--- src/rtl/core/assert_macros.svh ---
// Assertion macros shared by the ARP reply filter RTL.
// Needs signals named clk and rst in the module that uses them.
`ifndef ASSERT_MACROS_SVH
`define ASSERT_MACROS_SVH
`ifndef SYNTH
`define ARF_ASSERT(label, prop) \
  label: assert property (@(posedge clk) disable iff (rst) prop) else $error("%m: check failed");
`define ARF_ASSERT_ALWAYS(label, prop) \
  label: assert property (@(posedge clk) prop) else $error("%m: check failed");
`else
`define ARF_ASSERT(label, prop)
`define ARF_ASSERT_ALWAYS(label, prop)
`endif
`endif

--- src/rtl/core/arf_pkg.sv ---
// Package for the ARP reply frame filter: field widths, status codes,
// register indexes, reset values and the structs passed between modules.
// No dependencies.
package arf_pkg;

  localparam int BYTE_W     = 8;
  localparam int HDR_W      = 4;
  localparam int MINLEN_W   = 8;
  localparam int IP_W       = 32;
  localparam int MAC_W      = 48;
  localparam int STATUS_W   = 3;
  localparam int CFG_IDX_W  = 2;
  localparam int CFG_DATA_W = 32;

  localparam int OUT_TDATA_W = 56;
  localparam int OUT_PAD_W   = OUT_TDATA_W - STATUS_W - MAC_W;

  localparam logic [STATUS_W-1:0] ST_MATCH     = 3'd0;
  localparam logic [STATUS_W-1:0] ST_SHORT     = 3'd1;
  localparam logic [STATUS_W-1:0] ST_NOT_ARP   = 3'd2;
  localparam logic [STATUS_W-1:0] ST_NOT_REPLY = 3'd3;
  localparam logic [STATUS_W-1:0] ST_OTHER_IP  = 3'd4;

  localparam logic [CFG_IDX_W-1:0] CFG_HEADER_LENGTH    = 2'd0;
  localparam logic [CFG_IDX_W-1:0] CFG_MIN_FRAME_LENGTH = 2'd1;
  localparam logic [CFG_IDX_W-1:0] CFG_GATEWAY_IP       = 2'd2;

  localparam logic [HDR_W-1:0]    HEADER_LENGTH_RST    = 4'd10;
  localparam logic [MINLEN_W-1:0] MIN_FRAME_LENGTH_RST = 8'd42;
  localparam logic [IP_W-1:0]     GATEWAY_IP_RST       = 32'h0A00_0202;
  localparam logic [MINLEN_W-1:0] LEAST_MIN_FRAME      = 8'd32;

  localparam int OFF_TYPE_HI = 12;
  localparam int OFF_TYPE_LO = 13;
  localparam int OFF_OP_HI   = 20;
  localparam int OFF_OP_LO   = 21;
  localparam int OFF_MAC_FST = 22;
  localparam int OFF_MAC_LST = 27;
  localparam int OFF_IP_FST  = 28;
  localparam int OFF_IP_LST  = 31;

  localparam logic [BYTE_W-1:0] ETH_TYPE_HI = 8'h08;
  localparam logic [BYTE_W-1:0] ETH_TYPE_LO = 8'h06;
  localparam logic [BYTE_W-1:0] ARP_OP_HI   = 8'h00;
  localparam logic [BYTE_W-1:0] ARP_OP_LO   = 8'h02;

  typedef struct packed {
    logic [BYTE_W-1:0] frame_byte;
    logic              last_byte;
  } item_t;

  typedef struct packed {
    logic [STATUS_W-1:0] status;
    logic [MAC_W-1:0]    sender_mac;
  } result_t;

endpackage

--- src/rtl/core/arp_reply_frame_filter_top.sv ---
// Top level of the ARP reply frame filter: configuration registers, input
// register, check stage and result register. Depends on arf_pkg,
// arf_in_reg, arf_check and assert_macros.svh.
//
//   channel  | direction | contents
//   s_*      | in        | one buffer byte per request, tlast on the final byte
//   m_*      | out       | one result per buffer: status and sender MAC
//   cfg_*    | in        | register writes, no handshake
//
// One byte is accepted every cycle while no stalled result holds a last byte back;
// the result of a buffer is offered once its last byte has passed the input
// register and the verdict sits in the result register.
// Reset is synchronous and returns the configuration registers to their defaults.
// A stalled result blocks only a following last byte; bytes before it keep flowing.
`include "assert_macros.svh"
module arp_reply_frame_filter_top import arf_pkg::*; #(
  parameter int MAX_BUFFER_BYTES = 2048
) (
  input  logic                   clk,
  input  logic                   rst,
  input  logic                   s_tvalid,
  output logic                   s_tready,
  input  logic [BYTE_W-1:0]      s_tdata,   // [7:0] frame_byte
  input  logic                   s_tlast,
  output logic                   m_tvalid,
  input  logic                   m_tready,
  output logic [OUT_TDATA_W-1:0] m_tdata,   // [2:0] status, [50:3] sender_mac, rest zero
  input  logic                   cfg_we,
  input  logic [CFG_IDX_W-1:0]   cfg_index,
  input  logic [CFG_DATA_W-1:0]  cfg_data
);

  logic [HDR_W-1:0]    header_length;
  logic [MINLEN_W-1:0] min_frame_length;
  logic [IP_W-1:0]     gateway_ip;

  logic    in_valid;
  item_t   item;
  logic    advance;
  result_t result;
  result_t res_q;
  logic    out_valid;
  logic    res_load;

  always_ff @(posedge clk) begin
    if (rst) begin
      header_length    <= HEADER_LENGTH_RST;
      min_frame_length <= MIN_FRAME_LENGTH_RST;
      gateway_ip       <= GATEWAY_IP_RST;
    end else if (cfg_we) begin
      case (cfg_index)
        CFG_HEADER_LENGTH:    header_length    <= cfg_data[HDR_W-1:0];
        CFG_MIN_FRAME_LENGTH: min_frame_length <= cfg_data[MINLEN_W-1:0];
        CFG_GATEWAY_IP:       gateway_ip       <= cfg_data[IP_W-1:0];
        default: ;
      endcase
    end
  end

  assign advance  = in_valid && (!item.last_byte || !out_valid || m_tready);
  assign res_load = advance && item.last_byte;

  arf_in_reg u_in_reg (
    .clk      (clk),
    .rst      (rst),
    .s_tvalid (s_tvalid),
    .s_tready (s_tready),
    .s_tdata  (s_tdata),
    .s_tlast  (s_tlast),
    .advance  (advance),
    .in_valid (in_valid),
    .item     (item)
  );

  arf_check #(
    .MAX_BUFFER_BYTES (MAX_BUFFER_BYTES)
  ) u_check (
    .clk              (clk),
    .rst              (rst),
    .fire             (advance),
    .item             (item),
    .header_length    (header_length),
    .min_frame_length (min_frame_length),
    .gateway_ip       (gateway_ip),
    .result           (result)
  );

  always_ff @(posedge clk) begin
    if (rst) begin
      out_valid <= 1'b0;
    end else if (res_load) begin
      out_valid <= 1'b1;
    end else if (m_tready) begin
      out_valid <= 1'b0;
    end
  end

  always_ff @(posedge clk) begin
    if (res_load) begin
      res_q <= result;
    end
  end

  assign m_tvalid = out_valid;
  assign m_tdata  = {{OUT_PAD_W{1'b0}}, res_q.sender_mac, res_q.status};

  `ARF_ASSERT(a_no_overwrite, res_load |-> !out_valid || m_tready)
  `ARF_ASSERT(a_fail_mac_zero, out_valid && res_q.status != ST_MATCH |-> res_q.sender_mac == '0)

endmodule

--- src/rtl/core/arf_in_reg.sv ---
// Input register of the ARP reply filter: holds one accepted byte until the
// check stage takes it. Depends on arf_pkg.
module arf_in_reg import arf_pkg::*; (
  input  logic                 clk,
  input  logic                 rst,
  input  logic                 s_tvalid,
  output logic                 s_tready,
  input  logic [BYTE_W-1:0]    s_tdata,   // [7:0] frame_byte
  input  logic                 s_tlast,
  input  logic                 advance,
  output logic                 in_valid,
  output item_t                item
);

  assign s_tready = !in_valid || advance;

  always_ff @(posedge clk) begin
    if (rst) begin
      in_valid <= 1'b0;
    end else if (s_tvalid && s_tready) begin
      in_valid <= 1'b1;
    end else if (advance) begin
      in_valid <= 1'b0;
    end
  end

  always_ff @(posedge clk) begin
    if (s_tvalid && s_tready) begin
      item.frame_byte <= s_tdata;
      item.last_byte  <= s_tlast;
    end
  end

endmodule

--- src/rtl/core/arf_check.sv ---
// Frame check stage: byte counter, field checks, MAC capture and status.
// Depends on arf_pkg and assert_macros.svh.
`include "assert_macros.svh"
module arf_check import arf_pkg::*; #(
  parameter int MAX_BUFFER_BYTES = 2048
) (
  input  logic                clk,
  input  logic                rst,
  input  logic                fire,
  input  item_t               item,
  input  logic [HDR_W-1:0]    header_length,
  input  logic [MINLEN_W-1:0] min_frame_length,
  input  logic [IP_W-1:0]     gateway_ip,
  output result_t             result
);

  localparam int CNT_W = $clog2(MAX_BUFFER_BYTES + 1);
  localparam int CMP_W = (CNT_W > MINLEN_W + 1) ? CNT_W : MINLEN_W + 1;
  localparam logic [CNT_W-1:0] CNT_MAX = CNT_W'(MAX_BUFFER_BYTES);

  logic [CNT_W-1:0] byte_count;
  logic [CNT_W-1:0] byte_count_next;
  logic             ethertype_ok;
  logic             ethertype_ok_next;
  logic             opcode_ok;
  logic             opcode_ok_next;
  logic             sender_ip_ok;
  logic             sender_ip_ok_next;
  logic [MAC_W-1:0] captured_mac;
  logic [MAC_W-1:0] captured_mac_next;

  logic [CNT_W-1:0]    offset;
  logic                in_frame;
  logic [CNT_W-1:0]    total;
  logic                eth_upd;
  logic                op_upd;
  logic                ip_upd;
  logic [MAC_W-1:0]    mac_upd;
  logic [BYTE_W-1:0]   ip_want;
  logic [MINLEN_W-1:0] min_len;
  logic [CMP_W-1:0]    need_len;
  logic                too_short;

  assign in_frame = byte_count >= CNT_W'(header_length);
  assign offset   = byte_count - CNT_W'(header_length);
  assign total    = (byte_count == CNT_MAX) ? byte_count : byte_count + CNT_W'(1);

  always_comb begin
    case (offset[1:0])
      2'd0:    ip_want = gateway_ip[31:24];
      2'd1:    ip_want = gateway_ip[23:16];
      2'd2:    ip_want = gateway_ip[15:8];
      default: ip_want = gateway_ip[7:0];
    endcase
  end

  always_comb begin
    eth_upd = ethertype_ok;
    op_upd  = opcode_ok;
    ip_upd  = sender_ip_ok;
    mac_upd = captured_mac;
    if (in_frame) begin
      if (offset == CNT_W'(OFF_TYPE_HI)) begin
        if (item.frame_byte != ETH_TYPE_HI) eth_upd = 1'b0;
      end else if (offset == CNT_W'(OFF_TYPE_LO)) begin
        if (item.frame_byte != ETH_TYPE_LO) eth_upd = 1'b0;
      end else if (offset == CNT_W'(OFF_OP_HI)) begin
        if (item.frame_byte != ARP_OP_HI) op_upd = 1'b0;
      end else if (offset == CNT_W'(OFF_OP_LO)) begin
        if (item.frame_byte != ARP_OP_LO) op_upd = 1'b0;
      end else if (offset >= CNT_W'(OFF_MAC_FST) && offset <= CNT_W'(OFF_MAC_LST)) begin
        mac_upd = {captured_mac[MAC_W-BYTE_W-1:0], item.frame_byte};
      end else if (offset >= CNT_W'(OFF_IP_FST) && offset <= CNT_W'(OFF_IP_LST)) begin
        if (item.frame_byte != ip_want) ip_upd = 1'b0;
      end
    end
  end

  assign min_len   = (min_frame_length < LEAST_MIN_FRAME) ? LEAST_MIN_FRAME : min_frame_length;
  assign need_len  = CMP_W'(header_length) + CMP_W'(min_len);
  assign too_short = CMP_W'(total) < need_len;

  always_comb begin
    if (too_short) begin
      result.status = ST_SHORT;
    end else if (!eth_upd) begin
      result.status = ST_NOT_ARP;
    end else if (!op_upd) begin
      result.status = ST_NOT_REPLY;
    end else if (!ip_upd) begin
      result.status = ST_OTHER_IP;
    end else begin
      result.status = ST_MATCH;
    end
    result.sender_mac = (result.status == ST_MATCH) ? mac_upd : '0;
  end

  always_comb begin
    byte_count_next   = byte_count;
    ethertype_ok_next = ethertype_ok;
    opcode_ok_next    = opcode_ok;
    sender_ip_ok_next = sender_ip_ok;
    captured_mac_next = captured_mac;
    if (fire) begin
      if (item.last_byte) begin
        byte_count_next   = '0;
        ethertype_ok_next = 1'b1;
        opcode_ok_next    = 1'b1;
        sender_ip_ok_next = 1'b1;
        captured_mac_next = '0;
      end else begin
        byte_count_next   = total;
        ethertype_ok_next = eth_upd;
        opcode_ok_next    = op_upd;
        sender_ip_ok_next = ip_upd;
        captured_mac_next = mac_upd;
      end
    end
  end

  always_ff @(posedge clk) begin
    if (rst) begin
      byte_count   <= '0;
      ethertype_ok <= 1'b1;
      opcode_ok    <= 1'b1;
      sender_ip_ok <= 1'b1;
      captured_mac <= '0;
    end else begin
      byte_count   <= byte_count_next;
      ethertype_ok <= ethertype_ok_next;
      opcode_ok    <= opcode_ok_next;
      sender_ip_ok <= sender_ip_ok_next;
      captured_mac <= captured_mac_next;
    end
  end

  `ARF_ASSERT(a_cnt_sat, byte_count <= CNT_MAX)
  `ARF_ASSERT(a_clear_after_last, fire && item.last_byte |=> byte_count == '0 && ethertype_ok && opcode_ok && sender_ip_ok)
  `ARF_ASSERT(a_cnt_step, fire && !item.last_byte && byte_count != CNT_MAX |=> byte_count == $past(byte_count) + CNT_W'(1))
  `ARF_ASSERT(a_cnt_idle, !fire |=> byte_count == $past(byte_count))

endmodule
--- config.mk ---
export PLATFORM = sky130hd
export DESIGN_NAME = arp_reply_frame_filter_top
export DESIGN_NICKNAME = d
export VERILOG_FILES = /design/src/rtl/core/arf_pkg.sv /design/src/rtl/core/arp_reply_frame_filter_top.sv /design/src/rtl/core/arf_in_reg.sv /design/src/rtl/core/arf_check.sv
export VERILOG_INCLUDE_DIRS = /design/src /design/src/rtl/core
export SDC_FILE = /design/constraint.sdc
export NUM_CORES = 1
export LEC_CHECK = 0
export BUFFER_PORTS_ARGS = -buffer_cell sky130_fd_sc_hd__buf_4
export CAP_MARGIN = 20
export CORE_MARGIN = 4
export CORE_UTILIZATION = 50
export DETAILED_ROUTE_END_ITERATION = 12
export GPL_TIMING_DRIVEN = 0
export PLACE_DENSITY = 0.72
export SLEW_MARGIN = 20
export SYNTH_ARGS = -nofsm -noshare
export SYNTH_HDL_FRONTEND = slang
export SYNTH_SLANG_ARGS = --single-unit
--- constraint.sdc ---
create_clock -name clk -period 3.65 [get_ports clk]
set_input_delay 0.9125 -clock clk [delete_from_list [all_inputs] [get_ports clk]]
set_output_delay 0.9125 -clock clk [all_outputs]
set_load 0.01 [all_outputs]
* Word level (Yosys, flattened, before mapping)
Index checks and enable logic that the tools add are counted.
** Word-level totals
- Flip-flop bits (word level) :: 169
- Input bits :: 48
- Output and inout bits :: 58
- Logic and storage cells :: 99
** Cells by class
- Add/subtract/negate cells :: 3
- Order comparisons :: 7
- Equal/unequal tests :: 13
- Muxes and demuxes :: 42
- Reduce and logical (&&, ||, !) cells :: 20
** Operators with widths (count)
- $mux W48 :: 7
- $mux W1 :: 27
- $eq A12 B4 Y1 const B :: 2
- $eq A12 B5 Y1 const B :: 2
- $ge A12 B5 Y1 const B :: 2
- $le A12 B5 Y1 const B :: 2
- $mux W12 :: 2
- $pmux W8 S3 :: 1
- $add A12 B1 Y12 const B :: 1
- $eq A12 B12 Y1 const B :: 1
- $ge A12 B4 Y1 :: 1
- $lt A12 B12 Y1 :: 1
- $mux W3 :: 4
- $sub A12 B4 Y12 :: 1
- $add A4 B8 Y9 :: 1
- $lt A8 B6 Y1 const B :: 1
- $mux W8 :: 1
- $ne A8 B2 Y1 const B :: 1
- $ne A8 B3 Y1 const B :: 1
- $ne A8 B4 Y1 const B :: 1
- $ne A8 B8 Y1 :: 1
- $reduce_bool A8 Y1 :: 1
- $reduce_and A2 Y1 :: 3
- $logic_and A1 B1 Y1 :: 5
- other kinds (7) :: 15

* Longest topological paths before layout
- Depth after elaboration :: 17
- Depth in mapped cells :: 19
- Gate-level depth less buffers :: 17

* Modules after synthesis
Synthesis repeated with hierarchy kept, for this count alone.
** Second synthesis, totals
- Cell total of the unflattened synthesis :: 755
- Area, all modules :: 8175.3 sq um
** Modules (own cells, without submodules)
- arf_check :: times used 1, cells an instance 494, area each 4332.9 sq um, seq. area each 1261.2 sq um
- arp_reply_frame_filter_top :: times used 1, cells an instance 247, area each 3517.1 sq um, seq. area each 2432.3 sq um
- arf_in_reg :: times used 1, cells an instance 14, area each 325.3 sq um, seq. area each 290.3 sq um

* Worst setup path before layout
OpenSTA, ideal clock, no wires.
- Path kind :: reg2reg
- Start :: reg min_frame_length[5]
- End :: reg res_q, in the netlist m_tdata[21] (data pin)
- Library setup time :: 0.255 ns
- Data arrival time :: 3.448 ns
- Required time :: 3.395 ns
- Slack :: -0.053 ns
- Cell stages (with the launch flop) :: 20
- Buffers on the path :: 2
- Clock period less this slack :: 3.703 ns
- Path through :: dfxtp_1 -> or3_1 -> and2_1 -> ha_1 -> inv_1 -> fa_1 -> nor2b_1 -> o21ai_0 -> nand2b_1 -> nand3_1 -> xor2_1 -> ha_1 -> a21oi_1 -> a21boi_0 -> o31a_1 -> a2111oi_0 -> a2111o_1 -> buf_4 -> buf_6 -> a21oi_2
** Between the ends
- Longest elaborated chain between the ends :: 6
** Ends and longest elaborated chain
- start, declared :: line arp_reply_frame_filter_top.sv:34 : logic [MINLEN_W-1:0] min_frame_length;
- start signal, assigned :: line arp_reply_frame_filter_top.sv:53 : CFG_MIN_FRAME_LENGTH: min_frame_length <= cfg_data[MINLEN_W-1:0];
- $lt A8 B6 Y1 :: line arf_check.sv:79 : assign min_len = (min_frame_length < LEAST_MIN_FRAME) ? LEAST_MIN_FRAME : min_frame_length;
- $mux W8 * :: line arf_check.sv:79
- $add A4 B8 Y9 * :: line arf_check.sv:80 : assign need_len = CMP_W'(header_length) + CMP_W'(min_len);
- $lt A12 B12 Y1 * :: line arf_check.sv:81 : assign too_short = CMP_W'(total) < need_len;
- $mux W3 * :: line arf_check.sv:84 : if (too_short) begin
- $logic_not A3 Y1 * :: line arf_check.sv:95 : result.sender_mac = (result.status == ST_MATCH) ? mac_upd : '0;
- end signal, assigned :: line arp_reply_frame_filter_top.sv:100 : res_q <= result;
- end, declared :: line arp_reply_frame_filter_top.sv:41 : result_t res_q;
Mark *: on every way between the ends. The rest lies on a longest branch, timed or not.
A chain may end at the register's enable or synchronous reset.

* Final worst setup path
- Start :: reg min_frame_length[6]
- End :: reg res_q, in the netlist m_tdata[25] (data pin)
The elaborated chain is that of the path after synthesis.

==> summary.md <==
| Metric | Value |
|---|---|
| CP peak stage delay | `420 ps` |
| Initial antenna violation count | `0` |
| Die width | `~130 microns` |
| Hold Slack | `452 ps` |
| Setup Skew | `about 8.8 ps` |
| IO Port Bufs | `a little under 100` |
| Yosys Warn Count | `0` |
| Cell Pwr Density | `roughly 400 nW/um^2` |
| Top cells by area, synth | `dfxtp_1 28%, edfxtp_1 23%, nand2_1 8.6%` |
| Via density | `5.46` |
| Max VDD drop | `approximately 0.37 mV` |
| Placed insts | `~1100` |
| Core area | `15300 sq um` |
| Leak | `3.62 nW` |
| CP max-delay cell | `or3_4` |
| Worst path top cell family by delay | `compound AO/OA/AOI/OAI gates` |
| Dominant cell type by area after synthesis | `dfxtp_1` |
| Failing checks | `negative setup slack` |
| Chip Height | `133 microns` |
| Max frequency | `between 200 and 300 MHz` |
| Final count of pins violating max slew | `0` |
| First-pass DRT Iterations | `6` |
| Crit end category | `flop` |
| Largest net degree at the start of global routing | `32` |
| Outcome | `complete, but fails checks` |
| Worst slew margin | `0.357` |
| Remaining Overflow, GRT | `0` |
| DR iter-0 viols | `about 400` |
| Routed len/inst | `16.2 microns` |
| Post-route setup slack | `-229 ps` |
| Die area | `between 15000 and 20000 sq um` |
| Crit path buf inv count | `6` |
| Tcrit/Tclk final | `1.06` |
| Ant diodes | `0` |
| Num CTS Buffers | `17` |
| DPL Wire Length | `about 14000 microns` |
| Worst flop-to-flop path endpoint | `m_tdata[25]` |
| Clock sinks | `approximately 170` |
| Final Hold Vio Count | `0` |
| Finished Cell Area | `roughly 10000 sq um` |
| Clock transition at the registers of the reported paths | `~70 ps` |
| Final Critical Period | `roughly 3900 ps` |
| Vias in the first global route | `6070` |
| CP endpoint | `m_tdata[25]` |
| Root buffer cell | `clkbuf_16` |
| Synth cell types | `66` |
| Hold_buf cts | `0` |
| I/O pin total | `106` |
| Hold Path Stages | `2` |
| Max cap viols | `0` |
| Top-area cell type share of the netlist area | `0.278` |
| Fill cell count | `approximately 1300` |
| EDFF count, synth | `60` |
| Internal | `around 0.003 W` |
| First-pass GRT wire length | `between 30000 and 40000 microns` |
| Ys flop type | `dfxtp_1` |
| DP Area | `~8900 sq um` |
| H-tree depth | `4` |
| Arrival time worst endpoint | `4070 ps` |
| WP depth | `19` |
| All-layer global routing usage | `0.213` |
| R2R setup slack | `-230 ps` |
| RSZ-0062 raised after global routing | `true` |
| Storage cell area | `3990 sq um` |
| Clock Latency Late Sink | `approximately 430 ps` |
| Initial Utilization | `0.513` |
| Row count | `45` |
| Clock Tree Buf Depth | `2` |
| Fin cells | `roughly 1200` |
| Area occupied by multi-input gates | `approximately 3800 sq um` |
| Top cell by count, worst path | `buf_4` |
| Final core occ | `0.644` |
| Switching pwr | `between 0.0009 and 0.001 W` |
| Worst reg-to-reg path cell count | `19` |
| Sw Ratio | `0.238` |
| Hold crit path type | `flop to flop` |
| Final Wtd Congestion | `about 0.89` |
| Layout cells sized above 1 | `0.256` |
| Crit path kind | `flop to flop` |
| CP max FO | `10` |
| Sum of negative setup slack | `-9720 ps` |
| CTS tree | `built` |
| Routed via count | `approximately 6300` |
| Layout area overhead | `25.5%` |
| Post-Syn Instances | `800` |
| Ys async rst share | `0` |
| Reg power frac | `0.506` |
| DRC Markers | `0` |
| Clock group share of total power | `0.419` |
| Cell Chain, Critical Path | `or3_4 > and2_4 > ha_4 > a21o_1 > a21oi_2 > buf_4 > buf_4 > buf_4 > buf_4 > xor2_1 > ha_1 > a21oi_1 > nor2_1 > o31a_1 > a2111oi_4 > a2111o_1 > buf_6 > buf_12 > a21oi_2` |
| Synthesized area | `7860 sq um` |
| Final wirelength | `around 19000 microns` |
| Crit path from | `min_frame_length[6]` |
| Flops & latches, synth | `between 150 and 200` |
| Combinational share of power | `0.075` |
| Post-synthesis sequential area ratio | `0.507` |
| Mean area per synthesized cell | `~10 sq um` |
| Startpoint types | `flop` |
| Routed Antenna Nets | `0` |
| Reg2reg start | `min_frame_length[6]` |
| Layout Nets | `between 1000 and 1500` |
| Actual slew at the worst max-slew pin | `between 900 and 1000 ps` |
| Final setup violation count | `a little under 50` |
| Required @ worst endpoint | `3840 ps` |
[timing repair]
action | 4_1_cts | 5_1_grt
setup buffers | 12 | 2
cloned | 1 | 1
endpoints found under the hold margin | 0 | 0
endpoints found under the setup margin | 49 | 71
resized for setup | 51 | 11
pin swaps | 14 | 5
[worst min path at each step]
stage / from / to / slack, ps
after CTS: gateway_ip[13] / gateway_ip[13] / 450
after floorplan: min_frame_length[3] / min_frame_length[3] / 430
after detailed placement: gateway_ip[13] / gateway_ip[13] / 440
final: gateway_ip[13] / gateway_ip[13] / 450
after global placement: gateway_ip[29] / gateway_ip[29] / 440
after global routing: gateway_ip[29] / gateway_ip[29] / 480
[state kept, by name, summed over array words and instances (netlist names)]
register	cells
u_in_reg.in_valid	1
u_check.captured_mac	48
m_tvalid	1
min_frame_length	8
m_tdata	51
u_check.opcode_ok	1
header_length	4
u_check.byte_count	12
u_check.ethertype_ok	1
u_in_reg.item	9
gateway_ip	32
u_check.sender_ip_ok	1
[power groups by stage]
| stage | clock [W] | combinational [W] | sequential [W] |
|---|---|---|---|
| after floorplan | 0 | 0.000166 | 0.00205 |
| after global placement | 0 | 0.000272 | 0.00205 |
| after detailed placement | 0 | 0.000277 | 0.00205 |
| after CTS | 0.00168 | 0.000293 | 0.00201 |
| after global routing | 0.00175 | 0.000327 | 0.00201 |
| final | 0.00166 | 0.000296 | 0.00201 |
[cell usage in the layout (no fill, tap or decap), drive strengths merged, types with 5 or more instances in the layout]
| cell type | n |
|---|---|
| mux2i | 7 |
| clkinv | 5 |
| clkbuf | 50 |
| nand3 | 13 |
| edfxtp | 60 |
| buf | 138 |
| nand2b | 6 |
| or3 | 7 |
| nor2 | 42 |
| a211o | 5 |
| conb | 5 |
| mux4 | 8 |
| xor2 | 6 |
| xnor2 | 17 |
| ha | 18 |
| nand2 | 181 |
| nor3 | 8 |
| nand4 | 5 |
| nor2b | 6 |
| inv | 18 |
| o21ai | 14 |
| dfxtp | 109 |
| and2 | 7 |
| a22o | 48 |
| a21oi | 95 |
| nand3b | 8 |
[cell usage after synthesis, types with 3 or more instances]
| library cell | count |
|---|---|
| nand4_1 | 5 |
| o21ai_0 | 13 |
| buf_4 | 8 |
| edfxtp_1 | 60 |
| dfxtp_1 | 109 |
| nor2_1 | 42 |
| mux4_2 | 4 |
| nand2b_1 | 6 |
| a22oi_1 | 3 |
| and4b_1 | 4 |
| nor2b_1 | 6 |
| ha_1 | 18 |
| buf_2 | 13 |
| a21oi_2 | 20 |
| nand3b_1 | 8 |
| nand2_1 | 181 |
| a211o_1 | 5 |
| o211ai_1 | 3 |
| and2_1 | 7 |
| buf_6 | 5 |
| xnor2_1 | 17 |
| a21oi_1 | 75 |
| clkbuf_1 | 28 |
| mux4_1 | 4 |
| a22o_1 | 48 |
| or3_1 | 7 |
| a31oi_1 | 4 |
| nor3_1 | 8 |
| inv_1 | 13 |
| nand3_1 | 13 |
| xor2_1 | 6 |
| mux2i_1 | 7 |
[metrics by stage]
stage,total power (W),worst slack [ps]
CTS,0.00398,-226
detailed placement,0.00232,-549
global route,0.00409,-384
floorplan,0.00221,22.7
global placement,0.00232,-484
finish,0.00396,-229
[cell type report]
cell class                 count  share of cell area
tap                          211              0.0268
buffer                        52              0.0297
inverter                      13             0.00495
timing repair buffer         115              0.0946
sequential                   169               0.405
multi-input combinational    568               0.384
clock buffer                  21              0.0457
clock inverter                11             0.00913
[kinds of logic after synthesis]
| logic type | after synthesis | share of synthesized area |
|---|---|---|
| simple gates | 304 | 0.177 |
| compound gates | 199 | 0.177 |
| flops | 169 | 0.507 |
| buf+inv | 67 | 0.0427 |
| xor+xnor | 23 | 0.0256 |
| fa+ha+maj | 20 | 0.0338 |
| mux | 17 | 0.0366 |
| other cells | 1 | 0.000477 |
[per-layer routing]
| layer | vias to the layer above | wire [microns] | GRT usage |
|---|---|---|---|
| li1 | 3130 | - | - |
| met1 | 2939 | 8450 | 0.281 |
| met2 | 232 | 9000 | 0.354 |
| met3 | 32 | 1040 | 0.0434 |
| met4 | 0 | 325 | 0.0680 |
| met5 | - | 0 | 0 |
[worst register-to-register path: stages, from the launching register on]
cell and delay, ps:
dfxtp_4 340, or3_4 420, and2_4 180, ha_4 150, a21o_1 190, a21oi_2 180, buf_4 130, buf_4 90
buf_4 90, buf_4 90, xor2_1 140, ha_1 260, a21oi_1 150, nor2_1 60, o31a_1 360, a2111oi_4 250
a2111o_1 190, buf_6 170, buf_12 160, a21oi_2 50
Note: power is estimated with default switching activity, not from simulation.
